==> src/hdl/vn_pkg.sv <==
// Package: widths, pipeline depths and shared types for the vector normalizer.
`timescale 1ns / 1ps
package vn_pkg;
  localparam int CompW  = 32;
  localparam int MagW   = 32;
  localparam int SumW   = 64;
  localparam int RootW  = 32;
  localparam int QW     = 31;
  localparam int FracB  = 30;
  localparam int SqrtSteps = 32;
  localparam int SqrtPerStage = 4;
  localparam int DivSteps = 31;
  localparam int DivPerStage = 4;
  localparam int DefaultSkid = 2;

  typedef logic signed [CompW-1:0] comp_t;

  // Side info carried with each word through the pipeline
  typedef struct packed {
    logic [2:0] neg;
    logic       zero;
  } side_t;
endpackage

==> src/hdl/vn_div.sv <==
// Pipelined restoring divider: q = floor((a*2^30 + r/2) / r), r >= a, r > 0.
`timescale 1ns / 1ps
module vn_div (
  input  logic                      clk,
  input  logic                      en,
  input  logic [vn_pkg::MagW-1:0]   a,
  input  logic [vn_pkg::RootW-1:0]  r,
  output logic [vn_pkg::QW-1:0]     q
);
  import vn_pkg::*;
  localparam int NStg = (DivSteps + DivPerStage - 1) / DivPerStage;
  localparam int RemW = RootW + 1;

  // Numerator n = a*2^30 + r/2 is 63 bits; quotient is 31 bits. Remainder
  // is seeded with the top 32 bits of n, quotient bits come from the low 31.
  logic [62:0] num;
  assign num = {1'b0, a, {FracB{1'b0}}} + {32'd0, r[RootW-1:1]};

  logic [RemW-1:0]  rem_r [NStg];
  logic [QW-1:0]    qb_r  [NStg];
  logic [QW-1:0]    low_r [NStg];
  logic [RootW-1:0] d_r   [NStg];

  for (genvar g = 0; g < NStg; g++) begin : g_stg
    logic [RemW-1:0]  rem_in;
    logic [QW-1:0]    qb_in;
    logic [QW-1:0]    low_in;
    logic [RootW-1:0] d_in;
    logic [RemW-1:0]  rem_nxt;
    logic [QW-1:0]    qb_nxt;
    logic [QW-1:0]    low_nxt;
    if (g == 0) begin : g_src
      // First stage: n >> 31 is below r; leading quotient bit is zero.
      assign rem_in = {1'b0, num[62:QW]};
      assign qb_in  = '0;
      assign low_in = num[QW-1:0];
      assign d_in   = r;
    end else begin : g_src
      assign rem_in = rem_r[g-1];
      assign qb_in  = qb_r[g-1];
      assign low_in = low_r[g-1];
      assign d_in   = d_r[g-1];
    end
    always_comb begin
      logic [RemW:0] t;
      rem_nxt = rem_in;
      qb_nxt  = qb_in;
      low_nxt = low_in;
      for (int k = 0; k < DivPerStage; k++) begin
        if (g * DivPerStage + k < DivSteps) begin
          t = {rem_nxt, low_nxt[QW-1]};
          low_nxt = {low_nxt[QW-2:0], 1'b0};
          if (t >= {2'b00, d_in}) begin
            t = t - {2'b00, d_in};
            qb_nxt = {qb_nxt[QW-2:0], 1'b1};
          end else begin
            qb_nxt = {qb_nxt[QW-2:0], 1'b0};
          end
          rem_nxt = t[RemW-1:0];
        end
      end
    end
    always_ff @(posedge clk) begin
      if (en) begin
        rem_r[g] <= rem_nxt;
        qb_r[g]  <= qb_nxt;
        low_r[g] <= low_nxt;
        d_r[g]   <= d_in;
      end
    end
  end

  assign q = qb_r[NStg-1];
endmodule

==> config.mk <==
export PLATFORM = sky130hd
export DESIGN_NAME = vn_div
export DESIGN_NICKNAME = d
export VERILOG_FILES = /design/src/hdl/vn_pkg.sv /design/src/hdl/vn_div.sv
export SDC_FILE = /design/constraint.sdc
export NUM_CORES = 2
export LEC_CHECK = 0
export BUFFER_PORTS_ARGS = -buffer_cell sky130_fd_sc_hd__clkbuf_2
export CORE_ASPECT_RATIO = 1.75
export CORE_MARGIN = 2
export CORE_UTILIZATION = 27
export CTS_CLUSTER_DIAMETER = 60
export CTS_CLUSTER_SIZE = 28
export DETAILED_ROUTE_END_ITERATION = 10
export PLACE_DENSITY_LB_ADDON = 0.2
export REMOVE_ABC_BUFFERS = 1
export SYNTH_ARGS = -nofsm -noshare
export SYNTH_HDL_FRONTEND = slang
export SYNTH_SLANG_ARGS = --single-unit
==> constraint.sdc <==
create_clock -name clk -period 31.5 [get_ports clk]
set_clock_uncertainty 0.15 [all_clocks]
set_input_delay 1.575 -clock clk [delete_from_list [all_inputs] [get_ports clk]]
set_output_delay 1.575 -clock clk [all_outputs]
set_load 0.05 [all_outputs]
==> results.py <==
metrics = {
    "run_status": {
        "status": "completed",
    },
    "yosys": {
        "ys_warn_count": 0,
        "synth_top_flop_cell": "edfxtp_1",
        "synthCells": 9170,
        "synth_compound_area_share_pct": 24.3,
        "synth_top_family_by_area": "compound AO/OA/AOI/OAI gates",
        "ys_top_cells_by_area": "edfxtp_1 23%, ha_1 16%, mux2_2 6.9%, xnor2_1 6.3%, a21oi_1 6.2%",
        "yosysTopAreaCell": "edfxtp_1",
        "synth.most_common_cell": "ha_1",
        "synth-adder-area-share_pct": 16.7,
        "synth_cell_type_count": 106,
        "seq_area_frac_synth_pct": 23.0,
        "syn_area_per_cell_sq_um": 8.52,
        "netlist_top_cells_count": "994 x ha_1, 964 x a21oi_1, 668 x nand2_1, 657 x nor2_1, 606 x o21ai_0",
        "yosys.area_share.simple_pct": 15.1,
        "synth-seq-cells": 598,
        "synth_area_sq_um": 78100,
        "synth_top_area_share_pct": 23.0,
        "yosys-mux-area-fraction_pct": 7.97,
        "synth-edff-count": 598,
        "async_flop_share_pct": 0,
        "synthXorXnorAreaFrac_pct": 9.34,
    },
    "floorplanning": {
        "rows": 261,
        "initial_core_util_pct": 27.1,
        "die_area_sq_um": 294000,
        "core_sq_um": 288000,
        "ioPinCount": 97,
        "dieWidth_um": 411,
        "die_h_um": 715,
    },
    "clock_tree": {
        "cts_root_buf": "clkbuf_16",
        "cts_tree": "done",
        "cts-resized-gates": 0,
        "clk_pin_slew_ps": 80,
        "htree_num_levels": 3,
        "cts_setup_buffers": 0,
        "cts_buffers": 73,
        "clock_latency_ps": 720,
        "cts_sinks": 598,
        "cts_hold_buffers": 0,
        "clockBufferDepth": 3,
    },
    "grt": {
        "grt_overflow_total": 0,
        "grt_first_pass_wirelength_um": 471000,
        "grt_pass1_vias": 76500,
        "grt_max_degree": 89,
        "grt_usage_pct": 21.7,
        "antenna_found_initial": 12,
    },
    "sta": {
        "finalHoldViolCount": 0,
        "tns_ps": 0,
        "slew_headroom_pct": 7.74,
        "max_slew.worst_pin.slew_ps": 1360,
        "rsz0062_at_grt": "no",
        "max_freq_mhz": 50.9,
        "setup_viol": 0,
        "drv_slew": 0,
        "fin_crit_sh_pct": 62.4,
        "min_period_ps": 19660,
    },
    "placement": {
        "gp_congestion": 0.955,
        "port_buffers": 96,
        "hpwl_um": 283000,
        "placedCellCount": 13000,
    },
    "flow_run": {
        "maxCapViolCount": 0,
    },
    "critical_path": {
        "critPathRequiredTime_ps": 31800,
        "cp_common_cell": "a21o_1",
        "max_stage_delay_ps": 740,
        "ff2ff_path_depth": 56,
        "reg2reg_from": "d_r[3][15]",
        "reg2reg_to": "rem_r[4][2]",
        "critPathTopFamily": "compound AO/OA/AOI/OAI gates",
        "arrival_ps": 19960,
        "ff2ff_setup_slack_ps": 12130,
        "path_buf_inv": 7,
        "critPathSlowestCell": "a221oi_1",
        "critPathCaptureType": "flip-flop",
        "worstSetupPathType": "in -> reg",
        "cp-start-kind": "primary input",
        "setup.worst_path.start": "r[31]",
        "worstPathMaxFanout": 47,
    },
    "route": {
        "vias_per_cell": 5.36,
        "drcViolationCount": 0,
        "drt_wl_total_um": 327000,
        "drtAntennaViolNets": 0,
        "drt_first_pass_iters": 5,
        "wl_per_cell_um": 24.8,
        "vias": 70500,
        "drtIter0Drc": 2902,
    },
    "cells_and_area": {
        "seqCellArea_sq_um": 18000,
        "finalNetCount": 10400,
        "instances_no_fill": 13200,
        "fillers": 30600,
        "multi_input_area_sq_um": 57500,
        "drive_above_1_share_pct": 10.0,
        "syn_to_final_growth_pct": 10.3,
    },
    "worst_hold_path": {
        "min_path_cells": 0,
        "hp-class": "reg -> reg",
        "holdPathEnd": "qb_r[1][54]",
        "worstHoldStart": "qb_r[1][19]",
    },
}
## per-layer routing
layer / up-vias / GRT usage, % / part of all wire, %
met5: - / 0 / 0.0040
met4: 2 / 23.7 / 13
met3: 904 / 1.72 / 1.8
met2: 1387 / 47.7 / 60
met1: 33800 / 13.7 / 25
li1: 34300 / - / -
## flip-flops by register name, indices dropped and copies added, names as in the netlist
name   cells
qb_r     143
rem_r    231
d_r      224
## metrics by stage
stage / util (%) / setup slack, ps / instance area [sq um] / hold slack (ps)
floorplan: - / 13680 / 77300 / 250
global route: 29.9 / 11250 / 86100 / 259
detailed placement: 29.0 / 10950 / 83600 / 255
CTS: 29.8 / 11690 / 86000 / 255
global placement: 29.0 / 11250 / 83600 / 252
finish: 29.9 / 11840 / 86100 / 256
## final cells by class
cell class | instances | share of cell area (%)
multi-input combinational | 7844 | 66.8
sequential | 598 | 20.9
tap | 3813 | 5.54
inverter | 550 | 2.40
clock buffer | 81 | 2.18
timing repair buffer | 201 | 1.50
clock inverter | 50 | 0.689
antenna | 21 | 0.0610
## how the worst max path moves through the flow
stage / endpoint / slack, ps / cells past startpoint
2_1_floorplan: rem_r[4][10] / 13680 / 50
3_3_place_gp: rem_r[0][10] / 11250 / 62
3_5_place_dp: rem_r[0][6] / 10950 / 61
4_1_cts: rem_r[0][6] / 11690 / 62
5_1_grt: rem_r[0][3] / 11250 / 61
6_report: rem_r[0][6] / 11840 / 61
## worst register-to-register path, delay by kind of cell, from the launching register on
family | cells | cell delay, ps
AOI/OAI and AO/OA | 30 | 9810
adders and majority gates | 5 | 1740
buffers and inverters | 7 | 2330
DFF | 1 | 420
muxes | 3 | 1220
and+or+nand+nor | 11 | 3470
## layout by cell type, fill, tap and decap left out, drive strengths merged, types with 53 or more instances in the layout
cell      n
a21oi   967
inv     562
ha      994
o31ai    65
a31oi    82
edfxtp  598
buf     106
o21a    173
a211oi   73
nand3   190
o21bai  125
nand2   669
nand4   134
o21ai   617
clkbuf  176
nor3    150
a21o    477
and2     57
xnor2   559
nor2b   128
xor2    274
nor2    658
mux2    508
and3     84
o211ai   54
nand2b  133
or3      53
## cell families (layout without fill, tap and decap cells)
family	count (synthesis)	count (layout)
AO/OA/AOI/OAI	2986	2986
AND/OR/NAND/NOR	2443	2443
adder cells (fa/ha/maj)	1024	1024
XOR/XNOR	833	833
buffers and inverters	728	882
flip-flops	598	598
multiplexers	558	558
other	0	21
Power is left out: the tool's default activity adds up to more than one toggle a clock period on the data nets, which glitch-free logic cannot reach.
